==> config.mk <==
export PLATFORM = sky130hd
export DESIGN_NAME = cpss_cfg
export DESIGN_NICKNAME = d
export VERILOG_FILES = /design/src/rtl/core/cpss_pkg.sv /design/src/rtl/core/cpss_cfg.sv
export SDC_FILE = /design/constraint.sdc
export NUM_CORES = 1
export LEC_CHECK = 0
export BUFFER_PORTS_ARGS = -buffer_cell sky130_fd_sc_hd__buf_2
export CAP_MARGIN = 40
export CORE_ASPECT_RATIO = 1.75
export CORE_UTILIZATION = 48
export DETAILED_ROUTE_END_ITERATION = 6
export PLACE_DENSITY = 0.78
export SLEW_MARGIN = 25
export SYNTH_ARGS = -nofsm -noshare
export SYNTH_HDL_FRONTEND = slang
export SYNTH_SLANG_ARGS = --single-unit
==> constraint.sdc <==
create_clock -name clk_i -period 1.1 [get_ports clk_i]
set_clock_uncertainty 0.2 [all_clocks]
set_input_delay 0.11 -clock clk_i [delete_from_list [all_inputs] [get_ports clk_i]]
set_output_delay 0.11 -clock clk_i [all_outputs]
set_load 0.01 [all_outputs]
==> src/rtl/core/cpss_pkg.sv <==
package cpss_pkg;

  localparam int SAMPLE_W   = 16;
  localparam int COORD_W    = 7;
  localparam int RADIUS_W   = 3;
  localparam int MARGIN_W   = 5;
  localparam int SHIFT_W    = 17;
  localparam int DIST_W     = 19;
  localparam int CFG_IDX_W  = 3;
  localparam int CFG_DATA_W = 17;
  // shifted test sum and candidate difference, signed
  localparam int TEST_W     = 21;

  typedef enum logic {
    OP_LOAD   = 1'b0,
    OP_SEARCH = 1'b1
  } op_e;

  localparam logic [CFG_IDX_W-1:0] REG_SEARCH_RADIUS = 3'd0;
  localparam logic [CFG_IDX_W-1:0] REG_MARGIN        = 3'd1;
  localparam logic [CFG_IDX_W-1:0] REG_SHIFT_LM      = 3'd2;
  localparam logic [CFG_IDX_W-1:0] REG_SHIFT_CB      = 3'd3;
  localparam logic [CFG_IDX_W-1:0] REG_SHIFT_CR      = 3'd4;

  typedef struct packed {
    op_e                 operation;
    logic [COORD_W-1:0]  column;
    logic [COORD_W-1:0]  row;
    logic [SAMPLE_W-1:0] lm_value;
    logic [SAMPLE_W-1:0] cb_value;
    logic [SAMPLE_W-1:0] cr_value;
  } req_t;

  typedef struct packed {
    logic [SAMPLE_W-1:0] best_lm;
    logic [SAMPLE_W-1:0] best_cb;
    logic [SAMPLE_W-1:0] best_cr;
    logic [DIST_W-1:0]   min_distance;
    logic                out_of_range;
  } rsp_t;

  typedef struct packed {
    logic [RADIUS_W-1:0]       radius;
    logic [MARGIN_W-1:0]       margin;
    logic signed [SHIFT_W-1:0] shift_lm;
    logic signed [SHIFT_W-1:0] shift_cb;
    logic signed [SHIFT_W-1:0] shift_cr;
  } cfg_t;

  // sequencer to match tracker
  typedef struct packed {
    logic start;
    logic oor;
    logic rd_vld;
    logic rd_last;
  } scan_ctl_t;

endpackage

==> src/rtl/core/cpss_cfg.sv <==
module cpss_cfg #(
  parameter int MAX_RADIUS = 4
) (
  input  logic                                clk_i,
  input  logic                                rst_ni,
  input  logic                                we_i,
  input  logic [cpss_pkg::CFG_IDX_W-1:0]      idx_i,
  input  logic [cpss_pkg::CFG_DATA_W-1:0]     data_i,
  output cpss_pkg::cfg_t                      cfg_o,
  output logic [$clog2(MAX_RADIUS+1)-1:0]     radius_o
);
  import cpss_pkg::*;

  localparam int RadW = $clog2(MAX_RADIUS + 1);

  cfg_t cfg_q;

  always_ff @(posedge clk_i or negedge rst_ni) begin
    if (!rst_ni) begin
      cfg_q.radius   <= RADIUS_W'(2);
      cfg_q.margin   <= MARGIN_W'(4);
      cfg_q.shift_lm <= '0;
      cfg_q.shift_cb <= '0;
      cfg_q.shift_cr <= '0;
    end else if (we_i) begin
      unique case (idx_i)
        REG_SEARCH_RADIUS: cfg_q.radius   <= data_i[RADIUS_W-1:0];
        REG_MARGIN:        cfg_q.margin   <= data_i[MARGIN_W-1:0];
        REG_SHIFT_LM:      cfg_q.shift_lm <= $signed(data_i[SHIFT_W-1:0]);
        REG_SHIFT_CB:      cfg_q.shift_cb <= $signed(data_i[SHIFT_W-1:0]);
        REG_SHIFT_CR:      cfg_q.shift_cr <= $signed(data_i[SHIFT_W-1:0]);
        default: ;
      endcase
    end
  end

  // clamp the window half size to what the scan counters can hold
  always_comb begin
    if (int'(cfg_q.radius) > MAX_RADIUS) begin
      radius_o = RadW'(MAX_RADIUS);
    end else begin
      radius_o = RadW'(cfg_q.radius);
    end
  end

  assign cfg_o = cfg_q;

endmodule

After elaboration in Yosys (flattened, before gate mapping)
Cells that the tools add are included.

Magnitude comparators: 1. Eq/ne operators: 4. Muxes and demuxes: 1. Reductions and logical operators: 6.

Operators by type and width (count): 2-bit AND reduction (5); 3-bit by 2-bit equality test with 1-bit output, second input constant (2); 3-bit by 1-bit equality test with 1-bit output, second input constant (1); 3-bit equality test, second input constant (1); 3-bit greater-than comparator, second input constant (1); 3-bit logical NOT (1); 3-bit two-way mux (1).

Flip-flop bits (word level): 59. Input port bits: 23. Output and inout port bits: 62. Logic and storage cells: 17.

Longest topological paths before layout
Gate-level depths: netlist of run 1.

Depth in word-level cells: 2. Gate-level depth with buffers: 4.

Worst setup path after synthesis of run 1
No wires, ideal clock.

Kind: input-to-reg. From: input idx_i[1] in the netlist's numbering. To: register cfg_q, in the netlist cfg_o[56]. Data arrival time: 983 ps. Required time: 775 ps. Setup slack: -208 ps. Cell stages on the path: 2. Path buffers: 0. Cell sequence: nor4b_1 > mux2_2.

Word-level cells in the longest chain between the ends: 2.

Ends and longest elaborated chain: start: declaration (line cpss_cfg.sv:7) `input logic [cpss_pkg::CFG_IDX_W-1:0] idx_i,`; 3-bit logical NOT (line cpss_cfg.sv:26) `unique case (idx_i)`; 2-bit AND reduction (no line); end: declaration (line cpss_cfg.sv:16) `cfg_t cfg_q;`.

No other way between the ends. A chain may end at the register's enable or synchronous reset.

Final worst setup path of run 1
From: register cfg_q, in the netlist cfg_o[57]. To: output radius_o[1].

Word-level cells in the longest chain between the ends: 2.

Ends and longest elaborated chain: 3-bit greater-than comparator (line cpss_cfg.sv:39) `if (int'(cfg_q.radius) > MAX_RADIUS) begin`; 3-bit two-way mux (*) (line cpss_cfg.sv:39); end: declaration (line cpss_cfg.sv:10) `output logic [$clog2(MAX_RADIUS+1)-1:0] radius_o`.

Mark *: on every way between the ends. The rest lies on a longest branch, timed or not.

==> results.ini, run 1 <==
[global_route]
grt_max_degree = 60
overflow = 0
antenna_found_initial = 0
track_usage_pct = 24.1
grt_pass1_vias = 1778
grt_pass1_wl_um = 8450

[pwr]
swShare_pct = 27.4
seq_power_share_pct = 42.7
leakagePower_nw = 1.78
p_comb_share_pct = 30.3
intPower_mw = 5.06
ir_drop_v = 0.00169
power_mw = 6.97
pwr-share-clk_pct = 27.0
p_switching_mw = 1.91
power_density_nw_per_um2 = 1920

[synth]
yosys.area.top_type = dfrtp_1
synthCells = 131
ys_top_cells_by_area = dfrtp_1 63%, mux2_2 29%, dfstp_2 2.3%
synthArstFlopShare_pct = 100
synth_area_um2 = 2270
avgSynthCellArea_um2 = 17.3
post-synth-top-count-cell = mux2_2
synth_commonest_cells = 59 x mux2_2, 57 x dfrtp_1, 3 x and4bb_2, 3 x buf_6
ys_types = 11
synth-edff-count = 0
yosysWarningCount = 0
syn_nets = 154
ys_ff_latch = 59
yosysTopAreaCellShare_pct = 62.9
yosysSeqAreaShare_pct = 65.2
synthFlopType = dfrtp_1

[critical_path]
crit_required_ns = 0.79
setup.worst_path.end_class = primary output
cp_max_fo = 2
start_kind = flop
path_class = flop to primary output
arrival_ns = 1.11

[die]
core_area_um2 = 4480
die_w_um = 54.0
die_h_um = 92.9
ioPinCount = 85
fp-row-count = 32
initial_core_util_pct = 50.6
die_area_um2 = 5010

[clock_network]
cts_tree = yes
root_buffer = clkbuf_8
numCtsBuffers = 9
clk_latency_ns = 0.33
clockBufferDepth = 2
cts-htree-levels = 3
clock_sinks = 59
path_clk_slew_ns = 0.06

[finish]
largest_reg_flops = 59
drive_gt1_share_pct = 71.6
multi_input_area_um2 = 867
nets = 289
n_antenna_cell = 0
fin_util_pct = 81.0
final_area_um2 = 3630
regArea_um2 = 1480
num-fill-cells = 251
area_growth_pct = 60.2

[sta]
max_slew_margin_pct = 75.1
tightest_slew_ns = 0.373
min_period_ns = 1.42
hold_viol = 0
setup_viol = 66
layout_setup_ws_ns = -0.321
setup_tns_ns = -5.02
period_share_pct = 129
rsz0062_at_grt = true
drv_slew = 0
fmax_mhz = 704

[detailed_routing]
routedWlPerCell_um = 17.2
drtIter0Drc = 13
dr.pass1.iters = 4
vias = 1632
drc = 0
ant_nets = 0
via_per_inst = 5.07
routed_wl_um = 5550

[place]
pre_cts_ws_ns = -0.334
io_buffers = 84
gp_congestion = 0.675
hpwl_um = 3210
dpl-instance-area_um2 = 2940

[outcome]
violations = negative setup slack
status = complete, but fails checks

[run]
drv_cap = 0

[hold_path]
hold_class = primary input to flop

cell type report:
class,instances,area share (%)
multi-input combinational,66,23.9
clock buffer,15,5.13
tap,51,1.76
sequential,59,40.8
timing repair buffer,130,28.3
clock inverter,1,0.207
critical path, stage by stage, from the launching register on:
cell and delay [ns]:
dfstp_2 0.53, nor2b_4 0.14, buf_6 0.11
layer usage:
layer  GRT usage [%]  part of all wire (%)
met2            42.3                    54
met1            26.0                    39
met4            9.43                   1.8
met5               0                     0
met3            6.40                   5.5
path summary, 6_finish.rpt:
kind | endpoint | startpoint | slack (ns) | depth (start not counted)
worst max-delay path | radius_o[1] | cfg_o[57] | -0.32 | 2
worst min-delay path | cfg_o[56] | idx_i[1] | 0.04 | 3
worst max register to register | cfg_o[45] | cfg_o[45] | -0.01 | 2
worst min register to register | cfg_o[36] | cfg_o[36] | 0.30 | 1
max in group asynchronous | cfg_o[53] | rst_ni | 0.27 | 3
min in group asynchronous | cfg_o[24] | rst_ni | 0.12 | 3
cells in the final DEF, fill, tap and decap left out:
| master | n |
|---|---|
| buf_2 | 65 |
| dfrtp_1 | 56 |
| mux2_2 | 35 |
| buf_6 | 28 |
| mux2_4 | 24 |
| dlygate4sd3_1 | 18 |
| buf_4 | 14 |
| clkbuf_8 | 13 |
| buf_12 | 5 |
| and4bb_4 | 2 |
| dfstp_2 | 2 |
| clkbuf_1 | 2 |
| nor2b_4 | 1 |
| nor2b_1 | 1 |
| nand4b_4 | 1 |
| and4bb_2 | 1 |
| nor4b_4 | 1 |
| dfrtp_2 | 1 |
| clkinvlp_4 | 1 |
power groups by stage:
stage,registers [mW],logic (mW),clock network (mW)
2_1_floorplan,3.17,0.607,0
3_5_place_dp,2.95,1.57,0
4_1_cts,2.91,1.81,1.93
3_3_place_gp,2.95,1.53,0
6_report,2.97,2.11,1.88
5_1_grt,3.04,2.26,2.04
timing repair:
item	CTS	global route
endpoints found under the setup margin	62	77
hold buffers	18	0
setup buffers	14	6
pin swaps	0	1
resized for setup	2	30
hold endpoints to repair	118	0
stage by stage:
step / hold slack [ns] / std cells
CTS: 0.0157 / 316
floorplan: -0.386 / 131
detailed placement: -0.0609 / 268
global placement: -0.0620 / 268
finish: 0.0401 / 322
global route: 0.0517 / 322
cell families after synthesis:
| logic type | after synthesis | share of synthesized area, % |
|---|---|---|
| buffers and inverters | 6 | 2.21 |
| flip-flops | 59 | 65.2 |
| multiplexers | 59 | 29.3 |
| AND/OR/NAND/NOR | 7 | 3.26 |
(Power assumes the default switching activity.)
==> inputs of run 2 (changes only) <==
Settings changed: CORE_UTILIZATION 48 to 35, PLACE_DENSITY 0.78 to not set.
==> run 2 against run 1 <==
Net effect: the run ends with negative hold slack, negative setup slack left; count of clock-buffer cells in the layout shrank 1; non-clock buffer count grew 9; wire length fell by 2.6%; register-to-register slack better by 0.02 ns; cell count is 12% higher; flip-flop and latch count unchanged; critical path depth did not move; combinational power decreased by 2%; worst setup slack got worse by 0.0046 ns.
==> results.ini, run 2 (synthesis results as in run 1) <==
[sta]
hold_viol = 3  ; was 0
layout_setup_ws_ns = -0.326  ; was -0.321 ns
min_period_ns = 1.43  ; was 1.42 ns
holdWs_ns = -0.0405  ; was 0.0401 ns
max_slew_margin_pct = 80.9  ; was 75.1%
rsz0062_at_grt = true  ; unchanged
tightest_slew_ns = 0.285  ; was 0.373 ns
setup_viol = 62  ; was 66
drv_slew = 0  ; unchanged
period_share_pct = 130  ; was 129%
setup_tns_ns = -4.69  ; was -5.02 ns
fmax_mhz = 701  ; was 704 MHz

[die]
initial_core_util_pct = 36.4  ; was 50.6%
die_h_um = 108  ; was 92.9 um
ioPinCount = 85  ; unchanged
die_w_um = 62.8  ; was 54.0 um
fp-row-count = 38  ; was 32
die_area_um2 = 6820  ; was 5010 um2
core_area_um2 = 6230  ; was 4480 um2

[pwr]
leakagePower_nw = 1.84  ; was 1.78 nW
power_density_nw_per_um2 = 1870  ; was 1920 nW/um2
swShare_pct = 26.1  ; was 27.4%
seq_power_share_pct = 41.7  ; was 42.7%
p_comb_share_pct = 29.3  ; was 30.3%
p_switching_mw = 1.83  ; was 1.91 mW
ir_drop_v = 0.000920  ; was 0.00169 V
pwr-share-clk_pct = 29.0  ; was 27.0%
intPower_mw = 5.18  ; was 5.06 mW

[detailed_routing]
drtIter0Drc = 66  ; was 13
vias = 1649  ; was 1632
routedWlPerCell_um = 15.0  ; was 17.2 um
dr.pass1.iters = 3  ; was 4
drc = 0  ; unchanged
routed_wl_um = 5410  ; was 5550 um
via_per_inst = 4.58  ; was 5.07
ant_nets = 0  ; unchanged

[clock_network]
cts_tree = yes  ; unchanged
cts-htree-levels = 3  ; unchanged
clock_sinks = 59  ; unchanged
clk_latency_ns = 0.34  ; was 0.33 ns
cts_hold_buf = 18  ; unchanged
clockBufferDepth = 2  ; unchanged
root_buffer = clkbuf_8  ; unchanged
path_clk_slew_ns = 0.06  ; about the same
numCtsBuffers = 9  ; unchanged

[global_route]
antenna_found_initial = 0  ; unchanged
grt_pass1_vias = 1724  ; was 1778
track_usage_pct = 16.6  ; was 24.1%
overflow = 0  ; unchanged
grt_max_degree = 39  ; was 60
grt_pass1_wl_um = 8340  ; was 8450 um

[finish]
area_growth_pct = 65.5  ; was 60.2%
layout_commonest_cell = buf_2  ; unchanged
drive_gt1_share_pct = 71.8  ; was 71.6%
final_cell_mix = 71 x buf_2, 57 x dfrtp_1, 34 x mux2_2  ; was 65 x buf_2, 56 x dfrtp_1, 35 x mux2_2
largest_reg_flops = 59  ; unchanged
num-fill-cells = 496  ; was 251
nets = 298  ; was 289
n_antenna_cell = 0  ; unchanged

[hold_path]
hold_class = primary input to flop  ; unchanged

[critical_path]
crit_required_ns = 0.79  ; about the same
arrival_ns = 1.12  ; was 1.11 ns
path_class = flop to primary output  ; unchanged
start_kind = flop  ; unchanged
setup.worst_path.end_class = primary output  ; unchanged
cp_max_fo = 2  ; unchanged

[outcome]
violations = negative hold slack, negative setup slack  ; was negative setup slack
status = complete, but fails checks  ; unchanged

[place]
io_buffers = 84  ; unchanged
gp_congestion = 0.663  ; was 0.675
hpwl_um = 3450  ; was 3210 um
pre_cts_ws_ns = -0.348  ; was -0.334 ns

[run]
drv_cap = 0  ; unchanged

-- run 2: critical path, cell delays in order (launching register included) --
cell     delay, ns
dfstp_2       0.53
nor2b_1       0.12
buf_2         0.13
-- run 2: layout make-up --
class	instances	area (um2)	area share, %
clock inverters	2	35.0	0.934
clock buffers	14	173	4.60
repair buffers	139	1100	29.3
well taps	80	100	2.67
flip-flops and latches	59	1480	39.4
multi-input cells	66	867	23.1
-- run 2: routing by layer --
layer	track usage, %	vias up	wire length [um]
met5	0	-	0
li1	-	756	-
met1	18.9	813	2130
met2	27.4	69	2800
met3	5.17	11	349
met4	9.47	0	127
-- run 2: power by group through the flow --
stage	Sequential, mW	Combinational, mW	Clock, mW
6_report	2.92	2.06	2.04
3_3_place_gp	2.94	1.56	0
5_1_grt	2.99	2.20	2.17
3_5_place_dp	2.94	1.59	0
2_1_floorplan	3.17	0.607	0
4_1_cts	2.90	1.97	2.07
-- run 2: final timing paths --
check | start | end | slack, ns | depth (start not counted)
worst max-delay path | cfg_o[57] | radius_o[1] | -0.33 | 2
worst min-delay path | idx_i[1] | cfg_o[58] | -0.04 | 3
worst max register to register | cfg_o[6] | cfg_o[6] | 0.01 | 2
worst min register to register | cfg_o[16] | cfg_o[16] | 0.30 | 1
max in group asynchronous | rst_ni | cfg_o[57] | 0.35 | 3
min in group asynchronous | rst_ni | cfg_o[27] | 0.09 | 3
-- run 2: repair_timing --
item	in CTS	in global routing
hold endpoints to repair	118	3
resized for setup	6	18
cloned	0	3
endpoints found under the setup margin	62	76
pin swaps	0	1
buffers inserted	22	1
-- run 2: metrics by stage --
| step | power, mW | instances | util (%) | cell area, um2 |
|---|---|---|---|---|
| floorplan | 3.78 | 131 | - | 2400 |
| global placement | 4.50 | 300 | 48.2 | 3000 |
| detailed placement | 4.54 | 300 | 48.2 | 3000 |
| CTS | 6.94 | 356 | 57.7 | 3590 |
| global route | 7.36 | 360 | 60.2 | 3750 |
| finish | 7.02 | 360 | 60.2 | 3750 |
