<file path="src/rtl/core/cpss_pkg.sv">
package cpss_pkg;

  localparam int SAMPLE_W   = 16;
  localparam int COORD_W    = 7;
  localparam int RADIUS_W   = 3;
  localparam int MARGIN_W   = 5;
  localparam int SHIFT_W    = 17;
  localparam int DIST_W     = 19;
  localparam int CFG_IDX_W  = 3;
  localparam int CFG_DATA_W = 17;
  // shifted test sum and candidate difference, signed
  localparam int TEST_W     = 21;

  typedef enum logic {
    OP_LOAD   = 1'b0,
    OP_SEARCH = 1'b1
  } op_e;

  localparam logic [CFG_IDX_W-1:0] REG_SEARCH_RADIUS = 3'd0;
  localparam logic [CFG_IDX_W-1:0] REG_MARGIN        = 3'd1;
  localparam logic [CFG_IDX_W-1:0] REG_SHIFT_LM      = 3'd2;
  localparam logic [CFG_IDX_W-1:0] REG_SHIFT_CB      = 3'd3;
  localparam logic [CFG_IDX_W-1:0] REG_SHIFT_CR      = 3'd4;

  typedef struct packed {
    op_e                 operation;
    logic [COORD_W-1:0]  column;
    logic [COORD_W-1:0]  row;
    logic [SAMPLE_W-1:0] lm_value;
    logic [SAMPLE_W-1:0] cb_value;
    logic [SAMPLE_W-1:0] cr_value;
  } req_t;

  typedef struct packed {
    logic [SAMPLE_W-1:0] best_lm;
    logic [SAMPLE_W-1:0] best_cb;
    logic [SAMPLE_W-1:0] best_cr;
    logic [DIST_W-1:0]   min_distance;
    logic                out_of_range;
  } rsp_t;

  typedef struct packed {
    logic [RADIUS_W-1:0]       radius;
    logic [MARGIN_W-1:0]       margin;
    logic signed [SHIFT_W-1:0] shift_lm;
    logic signed [SHIFT_W-1:0] shift_cb;
    logic signed [SHIFT_W-1:0] shift_cr;
  } cfg_t;

  // sequencer to match tracker
  typedef struct packed {
    logic start;
    logic oor;
    logic rd_vld;
    logic rd_last;
  } scan_ctl_t;

endpackage

</file>
<file path="src/rtl/core/cpss_stream_if.sv">
interface cpss_stream_if #(
  parameter type payload_t = logic
);
  logic     valid;
  logic     ready;
  payload_t payload;

  modport source (output valid, output payload, input ready);
  modport sink (input valid, input payload, output ready);
endinterface

</file>
<file path="src/rtl/core/cpss_best.sv">
module cpss_best #(
  parameter int SAMPLE_BITS = 16
) (
  input  logic                                clk_i,
  input  logic                                rst_ni,
  input  cpss_pkg::scan_ctl_t                 ctl_i,
  input  logic signed [cpss_pkg::TEST_W-1:0]  tst_i,
  input  logic [3*SAMPLE_BITS-1:0]            rdata_i,
  output logic                                busy_o,
  cpss_stream_if.source                       rsp_o
);
  import cpss_pkg::*;

  localparam int SumW = SAMPLE_BITS + 2;
  localparam int PixW = 3 * SAMPLE_BITS;

  logic                      a_vld_q, a_last_q, first_q, pend_q, oor_q, rsp_vld_q;
  logic signed [TEST_W-1:0]  diff_q;
  logic [PixW-1:0]           pix_q, best_pix_q;
  logic [DIST_W-1:0]         best_d_q;
  rsp_t                      rsp_q;

  logic [SumW-1:0]           ref_sum;
  logic signed [TEST_W-1:0]  diff_d, mag;
  logic [DIST_W-1:0]         absd;
  logic                      better, move;

  assign ref_sum = SumW'(rdata_i[SAMPLE_BITS-1:0]) +
                   SumW'(rdata_i[2*SAMPLE_BITS-1:SAMPLE_BITS]) +
                   SumW'(rdata_i[3*SAMPLE_BITS-1:2*SAMPLE_BITS]);
  assign diff_d  = tst_i - TEST_W'(ref_sum);

  assign mag    = diff_q[TEST_W-1] ? -diff_q : diff_q;
  assign absd   = mag[DIST_W-1:0];
  // strict less keeps the earliest candidate on a tie
  assign better = first_q || (absd < best_d_q);
  assign move   = pend_q && (!rsp_vld_q || rsp_o.ready);

  always_ff @(posedge clk_i or negedge rst_ni) begin
    if (!rst_ni) begin
      a_vld_q   <= 1'b0;
      a_last_q  <= 1'b0;
      first_q   <= 1'b0;
      oor_q     <= 1'b0;
      pend_q    <= 1'b0;
      rsp_vld_q <= 1'b0;
    end else begin
      a_vld_q  <= ctl_i.rd_vld;
      a_last_q <= ctl_i.rd_vld && ctl_i.rd_last;
      if (ctl_i.start) begin
        first_q <= !ctl_i.oor;
        oor_q   <= ctl_i.oor;
      end else if (a_vld_q) begin
        first_q <= 1'b0;
      end
      if ((ctl_i.start && ctl_i.oor) || (a_vld_q && a_last_q)) begin
        pend_q <= 1'b1;
      end else if (move) begin
        pend_q <= 1'b0;
      end
      if (move) begin
        rsp_vld_q <= 1'b1;
      end else if (rsp_o.ready) begin
        rsp_vld_q <= 1'b0;
      end
    end
  end

  always_ff @(posedge clk_i) begin
    if (ctl_i.rd_vld) begin
      diff_q <= diff_d;
      pix_q  <= rdata_i;
    end
    if (ctl_i.start && ctl_i.oor) begin
      best_pix_q <= '0;
      best_d_q   <= '0;
    end else if (a_vld_q && better) begin
      best_pix_q <= pix_q;
      best_d_q   <= absd;
    end
    if (move) begin
      rsp_q.best_lm      <= SAMPLE_W'(best_pix_q[SAMPLE_BITS-1:0]);
      rsp_q.best_cb      <= SAMPLE_W'(best_pix_q[2*SAMPLE_BITS-1:SAMPLE_BITS]);
      rsp_q.best_cr      <= SAMPLE_W'(best_pix_q[3*SAMPLE_BITS-1:2*SAMPLE_BITS]);
      rsp_q.min_distance <= best_d_q;
      rsp_q.out_of_range <= oor_q;
    end
  end

  assign busy_o        = a_vld_q || pend_q;
  assign rsp_o.valid   = rsp_vld_q;
  assign rsp_o.payload = rsp_q;

  a_pend_quiet: assert property (@(posedge clk_i) disable iff (!rst_ni)
    pend_q |-> !a_vld_q)
    else $error("candidate judged while a result is pending");

endmodule

</file>
<file path="src/flat_wrapper.sv">
// flat-port wrapper written by rule: the top's interface ports become plain ports
module cpss_best_flat import cpss_pkg::*;
#(
  parameter int SAMPLE_BITS = 16
)
  (clk_i, rst_ni, ctl_i, tst_i, rdata_i, busy_o, rsp_o_valid, rsp_o_payload, rsp_o_ready);
  cpss_stream_if rsp_o_i ();
  input  logic clk_i;
  input  logic rst_ni;
  input  cpss_pkg::scan_ctl_t ctl_i;
  input  logic signed [cpss_pkg::TEST_W-1:0] tst_i;
  input  logic [3*SAMPLE_BITS-1:0] rdata_i;
  output logic busy_o;
  output wire logic [$bits(rsp_o_i.valid)-1:0] rsp_o_valid;
  output wire logic [$bits(rsp_o_i.payload)-1:0] rsp_o_payload;
  input wire logic [$bits(rsp_o_i.ready)-1:0] rsp_o_ready;
  assign rsp_o_valid = rsp_o_i.valid;
  assign rsp_o_payload = rsp_o_i.payload;
  assign rsp_o_i.ready = rsp_o_ready;
  cpss_best #(.SAMPLE_BITS(SAMPLE_BITS)) u_core (.clk_i(clk_i), .rst_ni(rst_ni), .ctl_i(ctl_i), .tst_i(tst_i), .rdata_i(rdata_i), .busy_o(busy_o), .rsp_o(rsp_o_i));
endmodule
</file>
<file path="config.mk">
export PLATFORM = sky130hd
export DESIGN_NAME = cpss_best_flat
export DESIGN_NICKNAME = d
export VERILOG_FILES = /design/src/rtl/core/cpss_pkg.sv /design/src/rtl/core/cpss_stream_if.sv /design/src/rtl/core/cpss_best.sv /design/src/flat_wrapper.sv
export SDC_FILE = /design/constraint.sdc
export NUM_CORES = 1
export LEC_CHECK = 0
export BUFFER_PORTS_ARGS = -buffer_cell sky130_fd_sc_hd__buf_2
export CORE_AREA = 2 2 41 43
export DETAILED_ROUTE_END_ITERATION = 10
export DIE_AREA = 0 0 43 45
export HOLD_SLACK_MARGIN = 0.06
export PLACE_DENSITY = 0.78
export SYNTH_ARGS = -nofsm -noshare
export SYNTH_HDL_FRONTEND = slang
export SYNTH_SLANG_ARGS = --single-unit
</file>
<file path="constraint.sdc">
create_clock -name clk_i -period 1 [get_ports clk_i]
set_input_delay 0.1 -clock clk_i [delete_from_list [all_inputs] [get_ports clk_i]]
set_output_delay 0.1 -clock clk_i [all_outputs]
set_load 0.03 [all_outputs]
</file>
# Yosys cells after proc, flatten, opt, wreduce, memory -nomap -nowiden
# Cells that the tools add are included.
totals:
  register_bits: 6
  out_inout_bits: 3
  word_cells: 20
classes:
  n_mux: 4
  n_reduce_logical: 10
ops:
  columns: ["operator", "count"]
  rows:
  - ["logical AND 1 bit", 4]
  - ["2-to-1 mux 1 bit", 4]
  - ["nonzero test 2 bit", 2]
  - ["logical OR 1 bit", 3]
  - ["logical NOT 1 bit", 1]

# Logic depth before layout (Yosys ltp)
# Gate-level depths: netlist of run 1.
logic_depth:
  ltp_word: 5
  depth_mapped: 2
  ltp_nobuf: 2

# Least setup slack after synthesis of run 1
# OpenSTA, ideal clock, no wires.
synth_path:
  kind: "register -> register"
  start: "register u_core.rsp_vld_q, in the netlist u_core.rsp_o.valid"
  end: "register u_core.rsp_q, in the netlist u_core.rsp_o.payload, enable pin"
  setup_time_ns: 0.292
  arrival_time_ns: 0.731
  path_slack_ns: -0.023
  path_stages_with_launch: 3
  n_path_buf: 0
  path_cell_list: "dfrtp_1 nand2b_4 and2_1"
synth_via:
  elab_chain_len: 3
synth_rtl:
  columns: ["item", "line", "source"]
  rows:
  - ["from (decl)", "cpss_best.sv:17", "logic a_vld_q, a_last_q, first_q, pend_q, oor_q, rsp_vld_q;"]
  - ["from (signal assigned)", "cpss_best.sv:46", "rsp_vld_q <= 1'b0;"]
  - ["from (signal assigned)", "cpss_best.sv:62", "rsp_vld_q <= 1'b1;"]
  - ["from (signal assigned)", "cpss_best.sv:64", "rsp_vld_q <= 1'b0;"]
  - ["logical NOT 1 bit", "cpss_best.sv:37", "assign move = pend_q && (!rsp_vld_q || rsp_o.ready);"]
  - ["logical OR 1 bit", "cpss_best.sv:37", null]
  - ["logical AND 1 bit", "cpss_best.sv:37", null]
  - ["named net u_core.move", "cpss_best.sv:26", "logic better, move;"]
  - ["to (decl)", "cpss_best.sv:21", "rsp_t rsp_q;"]
# The timed path passes the listed nets, and every way through them passes these cells.
# A chain may end at the register's enable or synchronous reset.

# Worst setup path after layout of run 1
layout_path:
  start: "register u_core.pend_q"
  end: "output busy_o"
layout_via:
  elab_chain_len: 1
layout_rtl:
  columns: ["item", "line", "source"]
  rows:
  - ["from (decl)", "cpss_best.sv:17", null]
  - ["from (signal assigned)", "cpss_best.sv:45", "pend_q <= 1'b0;"]
  - ["from (signal assigned)", "cpss_best.sv:57", "pend_q <= 1'b1;"]
  - ["from (signal assigned)", "cpss_best.sv:59", "pend_q <= 1'b0;"]
  - ["logical OR 1 bit", "cpss_best.sv:90", "assign busy_o = a_vld_q || pend_q;"]
  - ["to (decl)", "flat_wrapper.sv:13", "output logic busy_o;"]
# Every way passes these cells.

==> results of run 1 <==
## power by group through the flow
stage	clock network, W	registers [W]	logic (W)
detailed placement	0	0.000290	0.0000875
global route	0.000279	0.000289	0.000118
floorplan	0	0.000308	0.0000362
global placement	0	0.000289	0.0000864
CTS	0.000259	0.000287	0.000102
finish	0.000252	0.000286	0.000110
## cells in the final DEF (no fill, tap or decap), types with 2 or more instances in the layout
cell type      n
buf_4          2
and2_1         2
buf_2          8
dlygate4sd3_1  2
clkbuf_4       3
dfrtp_1        4
## sequential cells by signal, indices dropped and copies added, names as in the netlist
register / count
u_core.a_vld_q: 1
u_core.rsp_o.payload: 1
u_core.oor_q: 1
u_core.a_last_q: 1
u_core.pend_q: 1
u_core.rsp_o.valid: 1
## metal layers
metal	vias to the layer above	track usage	part of all wire
met5	-	0	0
met4	0	0.0364	0
met3	0	0.0640	0.17
met2	11	0.0727	0.41
met1	72	0.0574	0.42
li1	83	-	-
## critical path, delay by kind of cell, from the launching register on
family | cells | cell delay (ns)
buffers and inverters | 1 | 0.14
DFF | 1 | 0.38
and+or+nand+nor | 1 | 0.23
## metrics by stage
step | setup WS (ns) | utilization
after global placement | 0.0809 | 0.196
final | -0.105 | 0.244
after detailed placement | 0.0774 | 0.196
after CTS | -0.130 | 0.234
after floorplan | 0.0277 | -
after global routing | -0.141 | 0.244
## logic make-up after synthesis
kind of cell,count (synthesis),synth area share
AOI/OAI and AO/OA,2,0.0562
muxes,1,0.0674
DFF,6,0.697
and+or+nand+nor,5,0.163
buffers and inverters,1,0.0168
## what timing repair did
| action | in CTS | in global routing |
|---|---|---|
| buffers inserted | 0 | 2 |
| gates resized for setup | 3 | 0 |
| setup endpoints to repair | 1 | 1 |
| endpoints found under the hold margin | 6 | 0 |
| hold buffers | 2 | 0 |
## worst paths after layout
check	start	endpoint	slack (ns)	cells past startpoint
max in group asynchronous	rst_ni	u_core.rsp_o.valid	0.67	2
worst max-delay path	u_core.pend_q	busy_o	-0.11	2
worst min-delay path	ctl_i[0]	u_core.a_last_q	0.07	2
worst min register to register	u_core.oor_q	u_core.rsp_o.payload	0.44	0
worst max register to register	u_core.rsp_o.valid	u_core.rsp_o.payload	0.10	2
min in group asynchronous	rst_ni	u_core.rsp_o.valid	0.19	2
## layout make-up
cell class                      count  area, um2  area share
Sequential cell                     6        156       0.436
Clock buffer                        4       26.3      0.0732
Inverter                            1       3.75      0.0105
Timing Repair Buffer               13       86.3       0.240
Multi-Input combinational cell      8       66.3       0.185
Tap cell                           16       20.0      0.0557
==> impl_metrics.env, run 1 <==
export IMPL_finalNetCount=109
export IMPL_clock_skew_ns=0.00909
export IMPL_yosys_area_top_type="dfrtp_1"
export IMPL_cts_buffers=3
export IMPL_dpl_cell_count=40
export IMPL_p_leak_nw=0.175
export IMPL_final_max_slew_violation_count=0
export IMPL_maxCapViolCount=0
export IMPL_final_setup_viol_count=1
export IMPL_max_freq_ghz=0.905
export IMPL_port_buffers=9
export IMPL_peakVddDrop_uv=353
export IMPL_syn_mean_instance_area_um2=14.8
export IMPL_rows=14
export IMPL_clkLatencyLatePin_ns=0.25
export IMPL_first_iter_violations=2
export IMPL_fillers=165
export IMPL_fp_dieH_um=45
export IMPL_status="finished with violations"
export IMPL_coreArea_um2=1470
export IMPL_drive_gt1_frac=0.563
export IMPL_htree_num_levels=1
export IMPL_gp_congestion=0.710
export IMPL_synth_cell_types=10
export IMPL_gr_total_overflow=0
export IMPL_die_area_um2=1940
export IMPL_violations="negative setup slack"
export IMPL_hold_viol=0
export IMPL_ys_seq_area_frac=0.697
export IMPL_cts_root_buf="clkbuf_4"
export IMPL_grt_pass1_wl_um=696
export IMPL_routed_via_count=166
export IMPL_placed_area_um2=289
export IMPL_async_reset_ff_frac=0.833
export IMPL_ant_nets=0
export IMPL_critPathArrivalTime_ns=1.01
export IMPL_p_sw_w=0.000167
export IMPL_post_route_min_period_ns=1.11
export IMPL_hold_class="primary input to flop"
export IMPL_p_comb_frac=0.170
export IMPL_worst_ep_required_time_ns=0.90
export IMPL_p_clk_frac=0.389
export IMPL_synth_seq_cells=6
export IMPL_drc=0
export IMPL_syn_nets=91
export IMPL_clkSinkCount=6
export IMPL_wirelength_um=439
export IMPL_place_hpwl_um=287
export IMPL_design_area_um2=359
export IMPL_critPathCaptureType="primary output"
export IMPL_rsz0062_at_grt="yes"
export IMPL_finalCritPeriodShare=1.11
export IMPL_synth_most_common_cell="dfrtp_1"
export IMPL_switching_share=0.257
export IMPL_clk_pin_slew_ns=0.05
export IMPL_grt_max_degree=6
export IMPL_synth_top_flop_cell="dfrtp_1"
export IMPL_antenna_found_initial=0
export IMPL_syn_inst=15
export IMPL_hold_worst_slack_ns=0.0697
export IMPL_cpMaxStageDelayCell="dfrtp_1"
export IMPL_synthTopCellsByCount="dfrtp_1, and2_1"
export IMPL_power_w=0.000648
export IMPL_start_util=0.151
export IMPL_routedWlPerCell_um=9.15
export IMPL_p_per_area_nw_per_um2=1810
export IMPL_pin_count=79
export IMPL_clockBufferDepth=2
export IMPL_slew_limit_headroom=0.892
export IMPL_critical_path_class="flop to primary output"
export IMPL_critPathMaxFanout=2
export IMPL_cts_tree="yes"
export IMPL_ys_warn_count=0
export IMPL_synth_edff_count=1
export IMPL_avgViaCountPerCell=3.46
export IMPL_seq_power_share=0.441
export IMPL_internal_power_w=0.000482
export IMPL_cp_cell_sequence="or2_4 -> buf_6"
export IMPL_syn_area_um2=223
export IMPL_cpPeakStageDelay_ns=0.38
export IMPL_grt_pass1_vias=168
export IMPL_final_cell_count_no_fill=48
export IMPL_fin_ws_ns=-0.105
export IMPL_worstSetupStartpointType="flop"
export IMPL_tightest_slew_ns=0.160
export IMPL_setup_tns_ns=-0.105
export IMPL_synth_top_area_frac=0.562
export IMPL_track_usage=0.0584
export IMPL_area_growth_pct=61.2
export IMPL_yosys_top_cells_area="dfrtp_1, edfxtp_1, mux2_4"
export IMPL_dieWidth_um=43
export IMPL_diodes=0
export IMPL_drt_pre_antenna_iters=2
(Power assumes the default switching activity.)
==> run 2: changes to the inputs <==
PLACE_DENSITY = 0.73   (was 0.78)
==> run 2 against run 1 <==
  * The flow still finishes with violations (negative setup slack)
  * Sequential share of layout area grew 0.62 points
  * Worst setup slack gained 0.0051 ns
  * Clock power is essentially flat
  * Flip-flop and latch count is the same
  * Cell count shrank 2.1%
  * Sequential power is essentially flat
  * Combinational power shrank 6%
  * Power shrank 1.6%
  * Critical path type unchanged
  * Critical endpoint unchanged
==> impl_metrics.env, run 2 (synthesis results as in run 1) <==
export IMPL_drive_gt1_frac=0.516
export IMPL_worstHoldStart="ctl_i[2]"
export IMPL_cts_root_buf="clkbuf_4"
export IMPL_power_w=0.000638
export IMPL_worstSetupStartpointType="flop"
export IMPL_routedWlPerCell_um=8.72
export IMPL_fillers=169
export IMPL_clockBufferDepth=2
export IMPL_tightest_slew_ns=0.137
export IMPL_fin_ws_ns=-0.100
export IMPL_drc=0
export IMPL_dpl_cell_count=40
export IMPL_final_cell_count_no_fill=47
export IMPL_slew_limit_headroom=0.908
export IMPL_avgViaCountPerCell=3.51
export IMPL_maxCapViolCount=0
export IMPL_cts_buffers=3
export IMPL_critical_path_startpoint="u_core.a_vld_q"
export IMPL_layout_common_cells="buf_2, dfrtp_1, clkbuf_4, dlygate4sd3_1, and2_1"
export IMPL_first_iter_violations=0
export IMPL_drt_pre_antenna_iters=1
export IMPL_area_growth_pct=59.0
export IMPL_clk_pin_slew_ns=0.04
export IMPL_ant_nets=0
export IMPL_setup_tns_ns=-0.100
export IMPL_final_common_cell="buf_2"
export IMPL_track_usage=0.0611
export IMPL_die_area_um2=1940
export IMPL_gr_total_overflow=0
export IMPL_diodes=0
export IMPL_cpMaxStageDelayCell="dfrtp_1"
export IMPL_clkLatencyLatePin_ns=0.25
export IMPL_port_buffers=9
export IMPL_pin_count=79
export IMPL_final_max_slew_violation_count=0
export IMPL_coreArea_um2=1470
export IMPL_critPathMaxFanout=2
export IMPL_routed_via_count=165
export IMPL_fp_dieH_um=45
export IMPL_critical_path_class="flop to primary output"
export IMPL_cpPeakStageDelay_ns=0.37
export IMPL_clock_skew_ns=0.00960
export IMPL_peakVddDrop_uv=522
export IMPL_max_freq_ghz=0.909
export IMPL_pre_cts_ws_ns=0.0702
export IMPL_htree_num_levels=1
export IMPL_gp_congestion=0.673
export IMPL_grt_max_degree=6
export IMPL_worst_ep_required_time_ns=0.90
export IMPL_p_per_area_nw_per_um2=1800
export IMPL_start_util=0.151
export IMPL_post_cts_setup_buffer_count=0
export IMPL_grt_pass1_wl_um=731
export IMPL_hold_class="primary input to flop"
export IMPL_multi_input_area_um2=66.3
export IMPL_hold_viol=0
export IMPL_critPathArrivalTime_ns=1.00
export IMPL_cts_tree="yes"
export IMPL_wirelength_um=410
export IMPL_finalCritPeriodShare=1.10
export IMPL_p_leak_nw=0.169
export IMPL_hold_worst_slack_ns=0.109
export IMPL_register_area_um2=156
export IMPL_r2r_cells=2
export IMPL_rows=14
export IMPL_timing_rr_start="u_core.rsp_o.valid"
export IMPL_clkSinkCount=6
export IMPL_rsz0062_at_grt="yes"
export IMPL_grt_pass1_vias=172
export IMPL_finalNetCount=108
export IMPL_min_path_cells=2
export IMPL_antenna_found_initial=0
export IMPL_rrSetupSlack_ns=0.09
export IMPL_cp_cell_sequence="or2_4 -> buf_6"
export IMPL_dieWidth_um=43
export IMPL_critPathCaptureType="primary output"
export IMPL_final_setup_viol_count=1
export IMPL_post_route_min_period_ns=1.10
export IMPL_violations="negative setup slack"
export IMPL_status="finished with violations"
-- run 2: critical path, delay by kind of cell (launching register included) --
family        cells  cell delay (ns)
simple gates      1             0.25
flops             1             0.37
buf+inv           1             0.14
-- run 2: power breakdown --
group | switching [W] | internal [W] | leakage (nW)
registers | 0.0000120 | 0.000274 | 0.0680
clock network | 0.0000975 | 0.000152 | 0.0150
logic | 0.0000521 | 0.0000508 | 0.0862
total | 0.000162 | 0.000476 | 0.169
-- run 2: area by class of cell --
class,instances,share of cell area
clock buffer,4,0.0742
tap,16,0.0565
timing repair buffer,12,0.230
sequential,6,0.442
multi-input combinational,8,0.187
inverter,1,0.0106
-- run 2: final timing paths --
path | to
max in group asynchronous | u_core.rsp_o.valid
min reg2reg | u_core.rsp_o.payload
max reg2reg | u_core.rsp_o.payload
min | u_core.oor_q
min in group asynchronous | u_core.rsp_o.valid
max | busy_o
-- run 2: layer usage --
| metal | GRT usage | share of wire | up-vias |
|---|---|---|---|
| li1 | - | - | 81 |
| met1 | 0.0602 | 0.45 | 71 |
| met2 | 0.0697 | 0.40 | 13 |
| met3 | 0.0640 | 0.15 | 0 |
| met4 | 0.0545 | 0 | 0 |
| met5 | 0 | 0 | - |
-- run 2: timing repair --
item	CTS	global route
cloned	0	0
gates resized for setup	3	0
hold buffers	3	0
hold endpoints to repair	7	0
endpoints found under the setup margin	1	1
-- run 2: through the flow --
stage | area, um2 | util
floorplan | 224 | -
global placement | 289 | 0.196
detailed placement | 289 | 0.196
CTS | 354 | 0.241
global route | 354 | 0.241
finish | 354 | 0.241
==> run 3: changes to the inputs <==
CORE_AREA = 4 4 43 45   (was 2 2 41 43)
DIE_AREA = 0 0 47 49   (was 0 0 43 45)
==> run 3 against run 2 <==
  * Power is 0.32% higher
  * Wire length is 7.8% higher
  * Sequential share of layout area is 0.31 points higher
  * Global-route usage is 1.2 points lower
  * Clock-buffer cell count stayed put
  * The flow still finishes with violations (negative setup slack)
  * Non-clock buffer count stayed put
  * Critical path type unchanged
  * Clock skew is 0.0040 ns lower
  * Critical endpoint unchanged
  * Via count is 3.0% higher
==> impl_metrics.env, run 3 (synthesis results as in run 1) <==
export IMPL_status="finished with violations"
export IMPL_violations="negative setup slack"
export IMPL_rows=14
export IMPL_cts_root_buf="clkbuf_4"
export IMPL_design_area_um2=352
export IMPL_finalCritPeriodShare=1.10
export IMPL_fillers=161
export IMPL_htree_num_levels=1
export IMPL_cp_buffers_inverters=1
export IMPL_power_w=0.000640
export IMPL_start_util=0.151
export IMPL_die_area_um2=2300
export IMPL_final_max_slew_violation_count=0
export IMPL_placed_area_um2=289
export IMPL_p_clk_frac=0.384
export IMPL_p_comb_frac=0.167
export IMPL_rsz0062_at_grt="yes"
export IMPL_routedWlPerCell_um=9.40
export IMPL_final_common_cell="buf_2"
export IMPL_area_growth_pct=57.9
export IMPL_coreArea_um2=1470
export IMPL_clock_skew_ns=0.00556
export IMPL_peakVddDrop_uv=574
export IMPL_fp_dieH_um=49
export IMPL_clockBufferDepth=2
export IMPL_grt_pass1_wl_um=703
export IMPL_p_per_area_nw_per_um2=1820
export IMPL_clkLatencyLatePin_ns=0.25
export IMPL_grt_max_degree=6
export IMPL_critPathArrivalTime_ns=1.00
export IMPL_p_leak_nw=0.170
export IMPL_final_setup_viol_count=1
export IMPL_max_freq_ghz=0.911
export IMPL_post_route_min_period_ns=1.10
export IMPL_p_sw_w=0.000161
export IMPL_clkSinkCount=6
export IMPL_cpMaxStageDelayCell="dfrtp_1"
export IMPL_critPathCaptureType="primary output"
export IMPL_gr_total_overflow=0
export IMPL_worst_ep_required_time_ns=0.90
export IMPL_clk_pin_slew_ns=0.04
export IMPL_slew_limit_headroom=0.887
export IMPL_multi_input_area_um2=66.3
export IMPL_wirelength_um=442
export IMPL_drt_pre_antenna_iters=2
export IMPL_gp_congestion=0.670
export IMPL_seq_power_share=0.449
export IMPL_worstSetupStartpointType="flop"
export IMPL_critPathMaxFanout=2
export IMPL_drive_gt1_frac=0.548
export IMPL_first_iter_violations=2
export IMPL_critical_path_top_delay_family="flip-flops"
export IMPL_avgViaCountPerCell=3.62
export IMPL_critical_path_class="flop to primary output"
export IMPL_diodes=0
export IMPL_pin_count=79
export IMPL_switching_share=0.252
export IMPL_fin_ws_ns=-0.0974
export IMPL_drc=0
export IMPL_maxCapViolCount=0
export IMPL_hold_viol=0
export IMPL_tightest_slew_ns=0.170
export IMPL_hold_class="primary input to flop"
export IMPL_ant_nets=0
export IMPL_cp_cell_sequence="or2_4 -> buf_6"
export IMPL_cpPeakStageDelay_ns=0.37
export IMPL_register_area_um2=156
export IMPL_layout_common_cells="buf_2, dfrtp_1, clkbuf_4, and2_1, dlygate4sd3_1"
export IMPL_dieWidth_um=47
export IMPL_track_usage=0.0489
export IMPL_internal_power_w=0.000479
export IMPL_antenna_found_initial=0
export IMPL_grt_pass1_vias=171
export IMPL_cts_buffers=3
export IMPL_port_buffers=9
export IMPL_finalNetCount=108
export IMPL_cts_tree="yes"
export IMPL_routed_via_count=170
-- run 3: cell count changes in the layout (fill, tap and decap cells not counted) --
cell | before | now
buf_4 | 0 | 1
dlygate4sd3_1 | 3 | 2
-- run 3: metrics by stage --
stage	setup TNS (ns)	std cells	hold slack (ns)	utilization	setup slack, ns
after floorplan	0	15	-0.196	-	0.0277
after global placement	0	40	-0.0818	0.196	0.0767
after detailed placement	0	40	-0.0783	0.196	0.0725
after CTS	-0.116	46	0.0636	0.234	-0.116
after global routing	-0.148	47	0.0664	0.239	-0.148
final	-0.0974	47	0.0674	0.239	-0.0974
-- run 3: final timing paths --
path	startpoint	to	slack (ns)	cells after the start
setup reg to reg	u_core.rsp_o.valid	u_core.rsp_o.payload	0.10	2
hold / removal	ctl_i[0]	u_core.a_last_q	0.07	2
max in group asynchronous	rst_ni	u_core.rsp_o.valid	0.66	2
setup / recovery	u_core.a_vld_q	busy_o	-0.1	2
min in group asynchronous	rst_ni	u_core.rsp_o.valid	0.19	2
hold reg to reg	u_core.oor_q	u_core.rsp_o.payload	0.45	0
-- run 3: worst register-to-register path, delay by kind of cell, from the launching register on --
family | cells | cell delay, ns
DFF | 1 | 0.42
and+or+nand+nor | 2 | 0.20
-- run 3: per-layer routing --
layer | part of all wire | vias up | global-route usage
met1 | 0.45 | 75 | 0.0493
met4 | 0 | 0 | 0.0276
li1 | - | 84 | -
met5 | 0 | - | 0
met3 | 0.16 | 0 | 0.0590
met2 | 0.39 | 11 | 0.0566
-- run 3: repair_timing --
action,4_1_cts,5_1_grt
gates cloned,0,0
resized for setup,3,0
hold buffers,2,0
hold endpoints to repair,6,0
setup endpoints to repair,1,1
buffers inserted,0,1
-- run 3: power groups by stage --
| stage | Clock, W | Combinational (W) | Sequential (W) |
|---|---|---|---|
| after floorplan | 0 | 0.0000362 | 0.000308 |
| after global placement | 0 | 0.0000863 | 0.000289 |
| after detailed placement | 0 | 0.0000874 | 0.000291 |
| after CTS | 0.000259 | 0.000101 | 0.000287 |
| after global routing | 0.000289 | 0.000116 | 0.000289 |
| final | 0.000246 | 0.000107 | 0.000287 |
-- run 3: cell type report --
cell class / instances / share of cell area
flip-flops and latches: 6 / 0.445
repair buffers: 12 / 0.224
multi-input cells: 8 / 0.189
clock buffers: 4 / 0.0747
well taps: 16 / 0.0569
inverters: 1 / 0.0107
